<file path="src/rtl/core/cssb_pkg.sv">
// cssb_pkg: shared types and constants of the calorimeter sector seed binner
// word layout of a tower moving through the cell row, config record, sector centres
// no dependencies

package cssb_pkg;

  localparam int SECTORS   = 24;
  localparam int MAX_RES   = 4;
  localparam int RES_IDX_W = 2;
  localparam int RES_CNT_W = 3;

  // angle units of 2^-12 rad
  localparam logic signed [17:0] PI_FX     = 18'sd12868;
  localparam logic signed [17:0] TWO_PI_FX = 18'sd25736;

  // configuration register indexes
  localparam logic [1:0] REG_ENERGY_THR = 2'd0;
  localparam logic [1:0] REG_Z_EDGE     = 2'd1;
  localparam logic [1:0] REG_MAX_DIFF   = 2'd2;
  localparam logic [1:0] REG_SEED_LIMIT = 2'd3;

  localparam logic [15:0] RST_ENERGY_THR = 16'd128;
  localparam logic [12:0] RST_Z_EDGE     = 13'd320;
  localparam logic [13:0] RST_MAX_DIFF   = 14'd1482;
  localparam logic [7:0]  RST_SEED_LIMIT = 8'd200;

  typedef struct packed {
    logic [15:0] energy_thr;
    logic [12:0] z_edge;
    logic [13:0] max_diff;
    logic [7:0]  seed_limit;
  } cfg_t;

  typedef struct packed {
    logic [4:0] sector;
    logic [7:0] slot;
    logic       full;
  } seed_res_t;

  typedef struct packed {
    logic                   valid;
    logic                   cmd;
    logic                   e_ok;
    logic signed [15:0]     phi;
    logic signed [13:0]     z;
    logic [RES_CNT_W-1:0]   n;
    seed_res_t [MAX_RES-1:0] res;
  } tower_t;

  // sector centre azimuth, round(m*pi/6 * 4096)
  function automatic logic [14:0] centre_angle(input logic [4:0] idx);
    logic [14:0] c;
    case (idx)
      5'd0:  c = 15'd4289;
      5'd1:  c = 15'd2145;
      5'd2:  c = 15'd0;
      5'd3:  c = 15'd23591;
      5'd4:  c = 15'd21447;
      5'd5:  c = 15'd19302;
      5'd6:  c = 15'd17157;
      5'd7:  c = 15'd15013;
      5'd8:  c = 15'd12868;
      5'd9:  c = 15'd10723;
      5'd10: c = 15'd8579;
      5'd11: c = 15'd6434;
      5'd12: c = 15'd8579;
      5'd13: c = 15'd10723;
      5'd14: c = 15'd12868;
      5'd15: c = 15'd15013;
      5'd16: c = 15'd17157;
      5'd17: c = 15'd19302;
      5'd18: c = 15'd21447;
      5'd19: c = 15'd23591;
      5'd20: c = 15'd0;
      5'd21: c = 15'd2145;
      5'd22: c = 15'd4289;
      5'd23: c = 15'd6434;
      default: c = 15'd0;
    endcase
    return c;
  endfunction

endpackage

</file>
<file path="src/rtl/core/cssb_out_buf.sv">
// cssb_out_buf: two-entry buffer of finished tower words at the end of the row
// hands out one result word per cycle from the head entry while out_stall is low; depends on cssb_pkg

module cssb_out_buf (
  input  logic               clk,
  input  logic               rst_n,
  input  logic               push_i,
  input  cssb_pkg::tower_t   push_tw_i,
  output logic               full_o,
  output logic               out_valid,
  input  logic               out_stall,
  output logic [4:0]         out_sector,
  output logic [7:0]         out_slot,
  output logic signed [15:0] out_seed_phi,
  output logic signed [13:0] out_seed_z,
  output logic               out_full_res,
  output logic               out_last
);
  import cssb_pkg::*;

  tower_t               rec_r [2];
  logic                 wr_ptr_r, rd_ptr_r;
  logic [1:0]           cnt_r;
  logic [RES_IDX_W-1:0] idx_r;
  tower_t               head;
  seed_res_t            sel;
  logic                 take, pop;

  assign head = rec_r[rd_ptr_r];
  assign sel  = head.res[idx_r];

  assign out_valid    = cnt_r != 2'd0;
  assign full_o       = cnt_r == 2'd2;
  assign out_sector   = sel.sector;
  assign out_slot     = sel.slot;
  assign out_full_res = sel.full;
  assign out_seed_phi = head.phi;
  assign out_seed_z   = head.z;
  assign out_last     = (RES_CNT_W'(idx_r) + RES_CNT_W'(1)) == head.n;

  assign take = out_valid && !out_stall;
  assign pop  = take && out_last;

  always_ff @(posedge clk) begin
    if (push_i) begin
      rec_r[wr_ptr_r] <= push_tw_i;
    end
  end

  always_ff @(posedge clk) begin
    if (!rst_n) begin
      wr_ptr_r <= 1'b0;
      rd_ptr_r <= 1'b0;
      cnt_r    <= 2'd0;
      idx_r    <= '0;
    end else begin
      if (push_i) begin
        wr_ptr_r <= ~wr_ptr_r;
      end
      if (pop) begin
        rd_ptr_r <= ~rd_ptr_r;
      end
      if (take) begin
        idx_r <= out_last ? '0 : idx_r + RES_IDX_W'(1);
      end
      if (push_i && !pop) begin
        cnt_r <= cnt_r + 2'd1;
      end else if (pop && !push_i) begin
        cnt_r <= cnt_r - 2'd1;
      end
    end
  end

endmodule

</file>
<file path="config.mk">
export PLATFORM = sky130hd
export DESIGN_NAME = cssb_out_buf
export DESIGN_NICKNAME = d
export VERILOG_FILES = /design/src/rtl/core/cssb_pkg.sv /design/src/rtl/core/cssb_out_buf.sv
export SDC_FILE = /design/constraint.sdc
export NUM_CORES = 1
export LEC_CHECK = 0
export BUFFER_PORTS_ARGS = -buffer_cell sky130_fd_sc_hd__buf_2
export CAP_MARGIN = 20
export CORE_MARGIN = 3
export CORE_UTILIZATION = 30
export DETAILED_ROUTE_END_ITERATION = 10
export PLACE_DENSITY = 0.55
export REMOVE_ABC_BUFFERS = 1
export SKIP_LAST_GASP = 1
export SYNTH_ARGS = -nofsm -noshare
export SYNTH_HDL_FRONTEND = slang
export SYNTH_SLANG_ARGS = --single-unit
</file>
<file path="constraint.sdc">
create_clock -name clk -period 13.2 [get_ports clk]
set_input_delay 2.64 -clock clk [delete_from_list [all_inputs] [get_ports clk]]
set_output_delay 2.64 -clock clk [all_outputs]
set_load 0.05 [all_outputs]
</file>
== Word level (Yosys, flattened, before mapping) ==
Memory sizes are Yosys's and may differ from the RTL's. A register that Yosys moved wholly into a read port is not among the register bits.
Cells that the tools add are included.

* Add/sub/neg operators: 4
* Multipliers: 0
* Divide/modulo/power cells: 0
* Order comparisons: 1
* Equal/unequal tests: 2
* Shifts and indexed selects: 0
* Multiplexer cells: 9
* Bitwise gates (word level): 2
* Reductions and logical operators: 9

{| class="wikitable"
|+ Operator list
! cell !! count
|-
| $bmux 14 s2 || 1
|-
| $mux 14 || 1
|-
| $mux 2 || 3
|-
| $add 2x1->2 const B || 2
|-
| $logic_and 1x1->1 || 4
|-
| $mux 1 || 4
|-
| $reduce_bool 2->1 || 2
|-
| $add 2x1->3 const B || 1
|-
| $eq 3x3->1 || 1
|-
| $logic_not 1->1 || 3
|-
| $lt 2x3->1 const B || 1
|-
| $eq 2x2->1 const B || 1
|-
| $not 1->1 || 2
|-
| $sub 2x1->2 const B || 1
|}

* Flip-flop bits (word level): 6
* Latch bits: 0
* RAM bits: 184
* Memory bits (read-only): 0
* Input port bits: 96
* Output and inout bits: 47
* Logic and storage cells: 32
* Memories kept: 1

{| class="wikitable"
|+ Memories
! memory !! depth !! bits a word !! read ports !! clocked after Yosys merged registers in !! write ports !! RTL line !! text
|-
| rec_r || 2 || 92 || 1 || 1 || 1 || cssb_out_buf.sv:21 || <nowiki>tower_t rec_r [2];</nowiki>
|}

== Depth between registers and ports, before layout ==
* Depth in word-level cells: 6
* Gate-level depth with buffers: 9
* Gate-level depth less buffers: 8

== Worst setup path before layout ==
No wires, ideal clock.

* Path type: in2reg
* Start point: input port push_i
* End point: memory rec_r[0][0] (netlist bit), enable pin
* Library setup time: 0.548 ns
* Data arrival time: 6.553 ns
* Data required time: 12.652 ns
* Slack: 6.098 ns
* Cell stages on the path: 1
* Path buffers: 0
* Cells stage by stage: nor2b_1

* Word-level cells in the longest chain between the ends: 2

{| class="wikitable"
|+ RTL lines
! element !! RTL line !! text
|-
| from (decl) || cssb_out_buf.sv:7 || <nowiki>input logic push_i,</nowiki>
|-
| $mux 1 || cssb_out_buf.sv:45 || <nowiki>if (push_i) begin</nowiki>
|-
| $mux 1 (implied by the code) || cssb_out_buf.sv:46 || <nowiki>rec_r[wr_ptr_r] <= push_tw_i;</nowiki>
|-
| to (decl) || cssb_out_buf.sv:21 ||
|}

Every way passes these cells.

== Worst setup path in the final report ==
* Start point: register idx_r[1]
* End point: output port out_last

* Word-level cells in the longest chain between the ends: 2

{| class="wikitable"
|+ RTL lines
! element !! RTL line !! text
|-
| from (decl) || cssb_out_buf.sv:24 || <nowiki>logic [RES_IDX_W-1:0] idx_r;</nowiki>
|-
| from (signal assigned) || cssb_out_buf.sv:64 || <nowiki>idx_r <= out_last ? '0 : idx_r + RES_IDX_W'(1);</nowiki>
|-
| $add 2x1->3 || cssb_out_buf.sv:39 || <nowiki>assign out_last = (RES_CNT_W'(idx_r) + RES_CNT_W'(1)) == head.n;</nowiki>
|-
| $eq 3x3->1 || cssb_out_buf.sv:39 ||
|-
| to (decl) || cssb_out_buf.sv:17 || <nowiki>output logic out_last</nowiki>
|}

Every way passes these cells.

==> reports/results.tsv <==
metric	value	unit
ios	143	
final_nets	551	
area_delta_synth_final	24.4	%
finalMaxSlewViolations	0	
worst_path_largest_cell_delay	1010	ps
wl_per_cell	17.7	um
post_cts_resized	0	
vias_per_cell	4.53	
finalPower	0.00139	W
grt_pass1_vias	3697	
drt_first_pass_iters	4	
drc	0	
crit_type	reg2out	
status	finished clean	
ys_top_cells_by_count	edfxtp_1, mux2_2, mux4_2	
ys_async_sr_fraction	0	
syn-instance-count	302	
dp_hpwl	7920	um
die_h	158	um
cts_htree_levels	4	
hold_path.class	reg2reg	
io_buffers	139	
antenna_found_initial	1	
wirelength	13300	um
r2r_setup_slack	10200	ps
setup_ws	7940	ps
cts_made_buffers	17	
p_per_area	161	mW/mm^2
max_slew_margin	0.302	
yosysWarnings	0	
synth.largest_area_cell	edfxtp_1	
path_clk_slew	70	ps
cp-end-kind	primary output	
synth.top_cell.area_share	0.770	
die-width	158	um
ir_drop	0.0665	mV
cts_tree	built	
finalSetupViolCount	0	
period_minus_slack	5260	ps
required	10560	ps
grt_max_degree	62	
row_count	55	
die_area	0.0250	mm^2
rsz0062_at_grt	false	
slowest_stage	dfxtp_1	
drive_above_1_share	0.543	
post-place-ws	8200	ps
worstMarginPinSlew	1050	ps
ys.flop_type	edfxtp_1	
drtIter0Drc	157	
synth-edff-count	178	
synth_area_leaders	edfxtp_1, mux4_2, mux2_2, dfxtp_1, mux2i_1	
path_cells	ha_1, xnor2_1, nor3_1, buf_2	
clock_latency	420	ps
ant_nets	0	
critPathArrivalTime	2620	ps
hold_viol	0	
cp-start-kind	flip-flop	
root_buffer	clkbuf_16	
synth.avg_cell_area	23.0	um^2
cts_hold_buf	0	
gp_congestion	0.674	
core_area	0.0227	mm^2
cts_sinks	185	
vias	3403	
antenna_cells	0	
finalCritPeriodShare	0.398	
power_leakage	3.01	nW
fin_worst_skew	7.08	ps
cp_max_fo	16	
max_freq	190	MHz
ys_types	28	
tns	0	ps
track_usage	0.108	
ys_seq_area_frac	0.790	
cts_setup_buffers	0	
utilization	0.380	
ys_ff_latch	185	
clk_path_buf_depth	2	
synth.most_common_cell	edfxtp_1	
grt_overflow_total	0	
initial_core_util	0.306	
synthesis.area	0.00694	mm^2
grt_pass1_wl	20100	um
maxCapViolations	0	
[critical path, delay by kind of cell, from the launching register on]
| kind | cells | cell delay [ps] |
|---|---|---|
| adder cells (fa/ha/maj) | 1 | 410 |
| AND/OR/NAND/NOR | 1 | 270 |
| buffers and inverters | 1 | 320 |
| flip-flops | 1 | 1010 |
| XOR/XNOR | 1 | 180 |
[metal layers]
layer	vias to the layer above	track usage	part of all wire
li1	1542	-	-
met1	1752	0.133	0.43
met2	99	0.177	0.50
met3	8	0.0405	0.057
met4	2	0.0307	0.0084
met5	-	0	0.0015
[through the flow]
stage               cell area (um^2)  hold slack (ps)  std cells
finish                          8630              471        751
global route                    8630              501        751
CTS                             8610              474        750
detailed placement              7980              460        718
global placement                7980              452        718
floorplan                       6880              452        290
[final cells by class]
class,instances,area [um^2]
flip-flops and latches,185,5490
clock inverters,14,203
inverters,1,3.75
multi-input cells,104,1400
well taps,285,357
repair buffers,144,753
fillers,2090,14100
clock buffers,18,429
[logic make-up (layout without fill, tap and decap cells)]
kind of cell | Yosys count | count (layout) | synth area share
xor+xnor | 5 | 5 | 0.00631
buf+inv | 13 | 177 | 0.00991
fa+ha+maj | 2 | 2 | 0.00360
simple gates | 15 | 15 | 0.0155
flops | 185 | 185 | 0.790
mux | 78 | 78 | 0.171
compound gates | 4 | 4 | 0.00379
[path summary, 6_finish.rpt]
path,cells past startpoint,to,from
setup / recovery,4,out_last,idx_r[1]
hold reg to reg,2,flip-flop,rd_ptr_r
setup reg to reg,7,cnt_r[1],idx_r[1]
hold / removal,2,flip-flop,rd_ptr_r
[registers in the layout, summed over array words and instances, names as in the netlist, named ones only]
register / count
cnt_r: 2
idx_r: 2
rd_ptr_r: 1
rec_r: 178
wr_ptr_r: 1
[power by group]
part,internal [W],switching (W)
clock,0.000308,0.000234
sequential,0.000677,0.0000141
combinational,0.0000576,0.000104
total,0.00104,0.000352
[cells in the final DEF (no fill, tap or decap), types with 2 or more instances in the layout]
master       n
xnor2_1      3
dfxtp_1      5
clkbuf_16   17
xor2_1       2
mux2_2      44
mux2i_1      6
nor2b_1      3
bufinv_16    3
inv_6        3
mux4_2      28
edfxtp_1   178
buf_4        4
buf_2      139
clkinv_4     2
ha_1         2
inv_8        4
nand2_1      2
(Power assumes the default switching activity.)
