[config.mk]
export PLATFORM = sky130hd
export DESIGN_NAME = cssb_cell
export DESIGN_NICKNAME = d
export VERILOG_FILES = /design/src/rtl/core/cssb_pkg.sv /design/src/rtl/core/cssb_cell.sv
export SDC_FILE = /design/constraint.sdc
export NUM_CORES = 1
export LEC_CHECK = 0
export BUFFER_PORTS_ARGS = -buffer_cell sky130_fd_sc_hd__buf_2
export CAP_MARGIN = 25
export CORE_AREA = 3 3 124 126
export DETAILED_ROUTE_END_ITERATION = 8
export DIE_AREA = 0 0 127 129
export PLACE_DENSITY_LB_ADDON = 0.2
export SYNTH_ARGS = -nofsm -noshare
export SYNTH_HDL_FRONTEND = slang
export SYNTH_SLANG_ARGS = --single-unit
[constraint.sdc]
create_clock -name clk -period 9.7 [get_ports clk]
set_input_delay 1.455 -clock clk [delete_from_list [all_inputs] [get_ports clk]]
set_output_delay 1.455 -clock clk [all_outputs]
set_load 0.005 [all_outputs]
[src/rtl/core/cssb_pkg.sv]
// cssb_pkg: shared types and constants of the calorimeter sector seed binner
// word layout of a tower moving through the cell row, config record, sector centres
// no dependencies

package cssb_pkg;

  localparam int SECTORS   = 24;
  localparam int MAX_RES   = 4;
  localparam int RES_IDX_W = 2;
  localparam int RES_CNT_W = 3;

  // angle units of 2^-12 rad
  localparam logic signed [17:0] PI_FX     = 18'sd12868;
  localparam logic signed [17:0] TWO_PI_FX = 18'sd25736;

  // configuration register indexes
  localparam logic [1:0] REG_ENERGY_THR = 2'd0;
  localparam logic [1:0] REG_Z_EDGE     = 2'd1;
  localparam logic [1:0] REG_MAX_DIFF   = 2'd2;
  localparam logic [1:0] REG_SEED_LIMIT = 2'd3;

  localparam logic [15:0] RST_ENERGY_THR = 16'd128;
  localparam logic [12:0] RST_Z_EDGE     = 13'd320;
  localparam logic [13:0] RST_MAX_DIFF   = 14'd1482;
  localparam logic [7:0]  RST_SEED_LIMIT = 8'd200;

  typedef struct packed {
    logic [15:0] energy_thr;
    logic [12:0] z_edge;
    logic [13:0] max_diff;
    logic [7:0]  seed_limit;
  } cfg_t;

  typedef struct packed {
    logic [4:0] sector;
    logic [7:0] slot;
    logic       full;
  } seed_res_t;

  typedef struct packed {
    logic                   valid;
    logic                   cmd;
    logic                   e_ok;
    logic signed [15:0]     phi;
    logic signed [13:0]     z;
    logic [RES_CNT_W-1:0]   n;
    seed_res_t [MAX_RES-1:0] res;
  } tower_t;

  // sector centre azimuth, round(m*pi/6 * 4096)
  function automatic logic [14:0] centre_angle(input logic [4:0] idx);
    logic [14:0] c;
    case (idx)
      5'd0:  c = 15'd4289;
      5'd1:  c = 15'd2145;
      5'd2:  c = 15'd0;
      5'd3:  c = 15'd23591;
      5'd4:  c = 15'd21447;
      5'd5:  c = 15'd19302;
      5'd6:  c = 15'd17157;
      5'd7:  c = 15'd15013;
      5'd8:  c = 15'd12868;
      5'd9:  c = 15'd10723;
      5'd10: c = 15'd8579;
      5'd11: c = 15'd6434;
      5'd12: c = 15'd8579;
      5'd13: c = 15'd10723;
      5'd14: c = 15'd12868;
      5'd15: c = 15'd15013;
      5'd16: c = 15'd17157;
      5'd17: c = 15'd19302;
      5'd18: c = 15'd21447;
      5'd19: c = 15'd23591;
      5'd20: c = 15'd0;
      5'd21: c = 15'd2145;
      5'd22: c = 15'd4289;
      5'd23: c = 15'd6434;
      default: c = 15'd0;
    endcase
    return c;
  endfunction

endpackage

[src/rtl/core/cssb_cell.sv]
// cssb_cell: one sector of the binner row, holds that sector's seed counter
// tests the passing tower word and appends its result; depends on cssb_pkg

module cssb_cell #(
  parameter int IDX = 0
) (
  input  logic            clk,
  input  logic            rst_n,
  input  logic            adv_i,
  input  cssb_pkg::cfg_t  cfg_i,
  input  cssb_pkg::tower_t tw_i,
  output cssb_pkg::tower_t tw_o
);
  import cssb_pkg::*;

  localparam logic [4:0]  SECT   = 5'(IDX);
  localparam logic [14:0] CENTRE = centre_angle(5'(IDX));

  tower_t            tw_r, tw_nxt;
  logic [7:0]        cnt_r, cnt_nxt;
  logic signed [17:0] d, a1, a2, a3, ad;
  logic signed [14:0] zs, es;
  logic              zone_ok, angle_ok, match;

  always_comb begin
    d  = 18'(signed'(tw_i.phi)) - signed'({3'b000, CENTRE});
    a1 = d[17] ? -d : d;
    a2 = (a1 > PI_FX) ? a1 - TWO_PI_FX : a1;
    a3 = (a2 > PI_FX) ? a2 - TWO_PI_FX : a2;
    ad = a3[17] ? -a3 : a3;
    angle_ok = ad <= signed'({4'b0000, cfg_i.max_diff});
  end

  always_comb begin
    zs = {tw_i.z[13], tw_i.z};
    es = signed'({2'b00, cfg_i.z_edge});
    if (IDX < SECTORS / 2) begin
      zone_ok = zs > -es;
    end else begin
      zone_ok = zs < es;
    end
  end

  assign match = tw_i.valid && !tw_i.cmd && tw_i.e_ok && zone_ok && angle_ok &&
                 (tw_i.n != RES_CNT_W'(MAX_RES));

  always_comb begin
    tw_nxt  = tw_i;
    cnt_nxt = cnt_r;
    if (tw_i.valid && tw_i.cmd) begin
      cnt_nxt = 8'd0;
    end else if (match) begin
      tw_nxt.res[tw_i.n[RES_IDX_W-1:0]].sector = SECT;
      if (cnt_r >= cfg_i.seed_limit) begin
        tw_nxt.res[tw_i.n[RES_IDX_W-1:0]].slot = cfg_i.seed_limit;
        tw_nxt.res[tw_i.n[RES_IDX_W-1:0]].full = 1'b1;
      end else begin
        tw_nxt.res[tw_i.n[RES_IDX_W-1:0]].slot = cnt_r;
        tw_nxt.res[tw_i.n[RES_IDX_W-1:0]].full = 1'b0;
        cnt_nxt = cnt_r + 8'd1;
      end
      tw_nxt.n = tw_i.n + RES_CNT_W'(1);
    end
  end

  always_ff @(posedge clk) begin
    if (!rst_n) begin
      tw_r.valid <= 1'b0;
      cnt_r      <= 8'd0;
    end else if (adv_i) begin
      tw_r  <= tw_nxt;
      cnt_r <= cnt_nxt;
    end
  end

  assign tw_o = tw_r;

endmodule

---- Word-level counts from Yosys, hierarchy flattened ----
Index checks and enable logic that the tools add are counted.
cells by class
  add/subtract/negate cells ............... 8
  order comparisons ....................... 7
  equality and inequality tests ........... 2
  mux-type cells .......................... 21
  reductions and logical operators ........ 11
operator list
  kind                                                                                 number
  56-bit bitwise mux                                                                   5
  59-bit 2-to-1 mux                                                                    2
  14-bit demux with 2-bit select                                                       3
  18-bit 2-to-1 mux                                                                    4
  56-bit 2-to-1 mux                                                                    1
  18-bit by 15-bit greater-than comparator with 1-bit output, second input constant    2
  18-bit by 16-bit subtractor with 18-bit output, second input constant                2
  8-bit 2-to-1 mux                                                                     3
  18-bit by 15-bit <= comparator with 1-bit output                                     1
  17-bit negator with 18-bit output                                                    1
  18-bit negator                                                                       1
  16-bit by 14-bit subtractor with 17-bit output, second input constant                1
  14-bit by 15-bit greater-than comparator with 1-bit output                           1
  13-bit negator with 15-bit output                                                    1
  14-bit 2-to-1 mux                                                                    1
  9-bit 2-to-1 mux                                                                     1
  8-bit by 1-bit adder with 8-bit output, second input constant                        1
  8-bit greater-or-equal comparator                                                    1
  1-bit logical AND                                                                    7
  3-bit by 1-bit adder with 3-bit output, second input constant                        1
  2-bit by 3-bit less-than comparator with 1-bit output, second input constant         1
  3-bit != test, second input constant                                                 1
  3-bit AND reduction                                                                  1
  2-bit by 1-bit greater-or-equal comparator with 1-bit output, second input constant  1
  other kinds (5)                                                                      5
storage, ports and cells
  bits in registers ....................... 100
  bits of input ports ..................... 146
  output and inout bits ................... 92
  word-level logic and storage cells ...... 68

---- Longest topological paths before layout ----
  depth after elaboration ................. 14
  mapped depth ............................ 39
  gate-level depth less buffers ........... 34

---- Worst setup path after synthesis ----
OpenSTA, ideal clock, no wires.
  kind .................................... input-to-reg
  start point ............................. input port tw_i[80] in the netlist's numbering
  end point ............................... register tw_r, in the netlist tw_o[4], data pin
  library setup time ...................... 262 ps
  data arrival time ....................... 7,855 ps
  data required time ...................... 9,438 ps
  slack ................................... 1,583 ps
  stages on the path ...................... 35
  buffers on the path ..................... 6
  cell sequence ........................... clkbuf_1 -> nand2_1 -> a211oi_1 -> or2_1 -> clkbuf_1 -> buf_2 -> buf_1 -> nor2_1 -> xnor2_1 -> inv_1 -> ha_1 -> a31o_2 -> a21oi_1 -> nor2_1 -> o221ai_1 -> a21boi_2 -> nor2b_1 -> nor3_1 -> a41oi_1 -> nor3_1 -> a31oi_1 -> xnor2_1 -> ha_1 -> a21o_1 -> a21o_1 -> a211oi_1 -> o21ai_0 -> o41ai_1 -> nand3_1 -> a41oi_1 -> and2_1 -> buf_6 -> nand2_2 -> buf_6 -> mux2_1
RTL lines
  item                    RTL line         text
  start: declaration      cssb_cell.sv:11  input cssb_pkg::tower_t tw_i,
  end signal: assignment  cssb_cell.sv:71  tw_r <= tw_nxt;
  end: declaration        cssb_cell.sv:19  tower_t tw_r, tw_nxt;

==> impl_metrics.prom <==
# TYPE chip_impl_metric gauge
chip_impl_info{name="dominant_combinational_cell_family_by_area_after_synthesis",value="compound AO/OA/AOI/OAI gates"} 1
chip_impl_metric{name="gpl.final_weighted_congestion",unit=""} 0.887
chip_impl_metric{name="grt_use_total",unit="%"} 22.5
chip_impl_metric{name="multiInputGateArea",unit="mm^2"} 0.00425
chip_impl_metric{name="netlist_instances",unit=""} 749
chip_impl_info{name="timing.setup.critical_path_class",value="in2reg"} 1
chip_impl_metric{name="net-switching-power",unit="uW"} 529
chip_impl_metric{name="muxShareOfSynthArea",unit="%"} 5.55
chip_impl_info{name="worstSetupStartpointType",value="primary input"} 1
chip_impl_metric{name="drive_above_1_share",unit="%"} 31.7
chip_impl_info{name="crit_family",value="compound AO/OA/AOI/OAI gates"} 1
chip_impl_metric{name="synth_async_sr_flop_share",unit="%"} 0
chip_impl_info{name="end_kind",value="flip-flop"} 1
chip_impl_info{name="min_to",value="cnt_r[0]"} 1
chip_impl_metric{name="cts_max_level",unit=""} 3
chip_impl_metric{name="fin_setup_tns",unit="ns"} 0
chip_impl_metric{name="timing_max_transition_violations_final",unit=""} 0
chip_impl_metric{name="min_period",unit="ns"} 8.83
chip_impl_metric{name="cp.arrival",unit="ns"} 8.91
chip_impl_info{name="holdCritStartpoint",value="cnt_r[0]"} 1
chip_impl_metric{name="power",unit="uW"} 1500
chip_impl_metric{name="clk_pin_slew_worst_paths",unit="ns"} 0.07
chip_impl_metric{name="synth.ff_latch_count",unit=""} 100
chip_impl_info{name="r2r_start",value="cnt_r[0]"} 1
chip_impl_metric{name="timing.reg2reg.worst_path_depth",unit=""} 17
chip_impl_metric{name="layout.cells.non_filler",unit=""} 1171
chip_impl_metric{name="overall_die_area",unit="mm^2"} 0.0164
chip_impl_metric{name="power.clock.fraction",unit="%"} 23.0
chip_impl_info{name="outcome",value="complete, no violations"} 1
chip_impl_metric{name="detail_route.iter0.violations",unit=""} 388
chip_impl_metric{name="required",unit="ns"} 9.78
chip_impl_metric{name="place.detailed.instances",unit=""} 1156
chip_impl_metric{name="synthesis.yosys.warnings",unit=""} 0
chip_impl_metric{name="final_hold_viol_count",unit=""} 0
chip_impl_metric{name="drt_drc_violations_left",unit=""} 0
chip_impl_metric{name="yosys.area_share.xor_xnor",unit="%"} 8.63
chip_impl_info{name="clockRootBuffer",value="sky130_fd_sc_hd__clkbuf_16"} 1
chip_impl_info{name="final_cell_mix",value="sky130_fd_sc_hd__buf_2, sky130_fd_sc_hd__edfxtp_1, sky130_fd_sc_hd__nand2_1"} 1
chip_impl_metric{name="number_of_global_route_vias_before_repair",unit=""} 6102
chip_impl_metric{name="via_per_inst",unit=""} 5.65
chip_impl_metric{name="p_comb_share",unit="%"} 43.0
chip_impl_metric{name="netSwitchingFraction",unit="%"} 35.4
chip_impl_metric{name="floorplan.rows",unit=""} 44
chip_impl_metric{name="synth-compound-area-share",unit="%"} 17.4
chip_impl_metric{name="tritoncts_sinks",unit=""} 100
chip_impl_metric{name="grt_pass1_wl",unit="um"} 29900
chip_impl_metric{name="cts_buffers",unit=""} 9
chip_impl_metric{name="route.detailed.wl_per_inst",unit="um"} 16.6
chip_impl_metric{name="starting_density_of_the_core",unit="%"} 51.6
chip_impl_metric{name="postRouteAntennaNets",unit=""} 0
chip_impl_metric{name="ff_latch_area",unit="mm^2"} 0.00291
chip_impl_info{name="cts_tree",value="done"} 1
chip_impl_metric{name="max_freq",unit="MHz"} 113
chip_impl_metric{name="final_nets",unit=""} 1176
chip_impl_metric{name="floorplan.die.width",unit="um"} 127
chip_impl_metric{name="remaining_global_route_overflow",unit=""} 0
chip_impl_metric{name="finalInstanceArea",unit="mm^2"} 0.00912
chip_impl_metric{name="synthSimpleGateAreaFrac",unit="%"} 17.4
chip_impl_metric{name="internal-power",unit="uW"} 966
chip_impl_info{name="yosys_most_used_dff",value="sky130_fd_sc_hd__edfxtp_1"} 1
chip_impl_metric{name="timing.final.setup_violations",unit=""} 0
chip_impl_metric{name="pwr_density_cell",unit="mW/mm^2"} 164
chip_impl_info{name="path_common_cell",value="sky130_fd_sc_hd__ha_1"} 1
chip_impl_metric{name="port-buffer-count",unit=""} 221
chip_impl_metric{name="path_max_fanout",unit=""} 13
chip_impl_metric{name="num-fill-cells",unit=""} 1190
chip_impl_info{name="r2r-end",value="cnt_r[3]"} 1
chip_impl_metric{name="place_area",unit="mm^2"} 0.00882
chip_impl_metric{name="antenna_found_initial",unit=""} 0
chip_impl_metric{name="irDropWorstVdd",unit="uV"} 93.2
chip_impl_metric{name="core",unit="mm^2"} 0.0144
chip_impl_metric{name="maxSlewHeadroom",unit="%"} 38.6
chip_impl_metric{name="ys_seq_area_share",unit="%"} 39.2
chip_impl_metric{name="timing_worst_slew_pin_value",unit="ns"} 0.921
chip_impl_metric{name="synthAdderAreaFrac",unit="%"} 7.91
chip_impl_info{name="crit_path_top_delay_cell",value="sky130_fd_sc_hd__a211oi_1"} 1
chip_impl_metric{name="min_delay_path_depth",unit=""} 2
chip_impl_metric{name="antennaDiodeCount",unit=""} 0
chip_impl_metric{name="synthesis.area",unit="mm^2"} 0.00744
chip_impl_metric{name="clock_latency",unit="ns"} 0.34
chip_impl_metric{name="clockBufferDepth",unit=""} 2
chip_impl_metric{name="synth-edff-count",unit=""} 91
chip_impl_metric{name="drt_wirelength",unit="um"} 19400
chip_impl_metric{name="post_synth_num_cell_types",unit=""} 86
chip_impl_metric{name="synthesis.area_per_instance",unit="um^2"} 9.93
chip_impl_metric{name="power.leakage",unit="uW"} 0.00381
chip_impl_metric{name="max_cap_violations",unit=""} 0
chip_impl_metric{name="dpl.hpwl",unit="um"} 15500
chip_impl_metric{name="r2r_setup_slack",unit="ns"} 5.99
chip_impl_metric{name="grt_start_max_net_pins",unit=""} 56
chip_impl_metric{name="timing.clock.skew",unit="ns"} 0.00979
chip_impl_info{name="min_path_type",value="reg2reg"} 1
chip_impl_metric{name="io_pins",unit=""} 238
chip_impl_metric{name="drt-pass1-iter-count",unit=""} 4
chip_impl_info{name="layout_commonest_cell",value="sky130_fd_sc_hd__buf_2"} 1
chip_impl_metric{name="synth_fp_nets",unit=""} 942
chip_impl_info{name="rsz0062_at_grt",value="no"} 1
chip_impl_metric{name="area_growth_from_synthesis_to_layout",unit="%"} 22.6
chip_impl_metric{name="die_h",unit="um"} 129
chip_impl_metric{name="critical_path.max_stage_delay",unit="ns"} 0.43
chip_impl_metric{name="power.share.sequential",unit="%"} 34.0
chip_impl_metric{name="fin_worst_hold_slack",unit="ns"} 0.512
chip_impl_metric{name="critical_path_buf_inv_count",unit=""} 4
chip_impl_metric{name="period_share",unit="%"} 91.0
chip_impl_metric{name="num_vias",unit=""} 6611
cell usage after synthesis (all sizes together) (7+ instances only):
library cell | count | area [um^2]
a21o | 7 | 52.6
a21oi | 54 | 274
a31oi | 16 | 100
and2 | 27 | 169
and3 | 7 | 43.8
buf | 15 | 105
clkbuf | 7 | 26.3
dfxtp | 9 | 180
edfxtp | 91 | 2730
ha | 47 | 588
inv | 43 | 161
mux2 | 34 | 383
nand2 | 61 | 244
nand2b | 11 | 68.8
nand3 | 11 | 55.1
nand4 | 10 | 62.6
nor2 | 45 | 179
nor2b | 11 | 68.8
nor3 | 22 | 115
nor4 | 8 | 65.1
o21ai | 43 | 226
or2 | 7 | 43.8
xnor2 | 44 | 400
xor2 | 25 | 241
worst max-delay path by stage:
stage	endpoint	startpoint	depth (start not counted)	slack, ns
after detailed placement	tw_o[33]	tw_i[73]	35	0.35
after CTS	tw_o[33]	tw_i[73]	35	0.66
after global routing	tw_o[33]	tw_i[73]	35	0.13
after floorplan	tw_o[4]	tw_i[80]	35	1.58
final	tw_o[33]	tw_i[73]	35	0.87
after global placement	tw_o[8]	tw_i[73]	35	0.41
power by group through the flow:
stage               Sequential (uW)  Clock (uW)  Combinational (uW)
floorplan                       524           0                 448
detailed placement              518           0                 640
finish                          508         344                 643
CTS                             509         350                 643
global route                    511         367                 730
global placement                517           0                 629
layout make-up:
type | count | share of cell area [%]
clock buffer | 9 | 2.47
clock inverter | 6 | 0.631
inverter | 43 | 1.77
multi-input combinational | 584 | 46.6
sequential | 100 | 31.9
tap | 184 | 2.52
timing repair buffer | 245 | 14.1
timing repair:
item | 4_1_cts | 5_1_grt
resized for setup | 0 | 2
buffers inserted | 0 | 0
hold buffers | 0 | 0
setup endpoints to repair | 0 | 21
per-stage QoR:
step	utilization [%]	worst slack, ns
2_1_floorplan	-	1.58
3_3_place_gp	61.2	0.409
3_5_place_dp	61.2	0.346
4_1_cts	63.1	0.659
5_1_grt	63.2	0.132
6_report	63.2	0.870
sequential cells by signal (all words and copies together), names as in the netlist:
| name | cells |
|---|---|
| cnt_r | 8 |
| tw_o | 92 |
kinds of logic (layout without fill, tap and decap cells):
kind of cell | Yosys count | in the layout
flops | 100 | 100
compound gates | 189 | 189
fa+ha+maj | 47 | 47
mux | 37 | 37
xor+xnor | 69 | 69
buf+inv | 65 | 303
simple gates | 242 | 242
layer usage:
layer	routed length [um]	share of wire, %	GRT usage, %
met1	7790	40	26.6
met2	10200	52	42.5
met3	1000	5.2	3.15
met4	450	2.3	6.75
met5	0	0	0
worst reg2reg max path, stage by stage (launching register included):
cell and delay [ns]:
sky130_fd_sc_hd__dfxtp_1 0.39, sky130_fd_sc_hd__inv_1 0.09, sky130_fd_sc_hd__ha_1 0.27, sky130_fd_sc_hd__nand2b_1 0.14, sky130_fd_sc_hd__a21oi_1 0.14, sky130_fd_sc_hd__nor2b_1 0.05
sky130_fd_sc_hd__o21ai_0 0.15, sky130_fd_sc_hd__nand2b_1 0.08, sky130_fd_sc_hd__a21oi_1 0.14, sky130_fd_sc_hd__nor2b_1 0.05, sky130_fd_sc_hd__o21ai_0 0.15, sky130_fd_sc_hd__nand2b_1 0.07
sky130_fd_sc_hd__a21oi_1 0.73, sky130_fd_sc_hd__buf_4 0.31, sky130_fd_sc_hd__a41oi_2 0.19, sky130_fd_sc_hd__buf_4 0.21, sky130_fd_sc_hd__or3_1 0.34, sky130_fd_sc_hd__a21oi_1 0.14
Note: power is estimated with default switching activity, not from simulation.
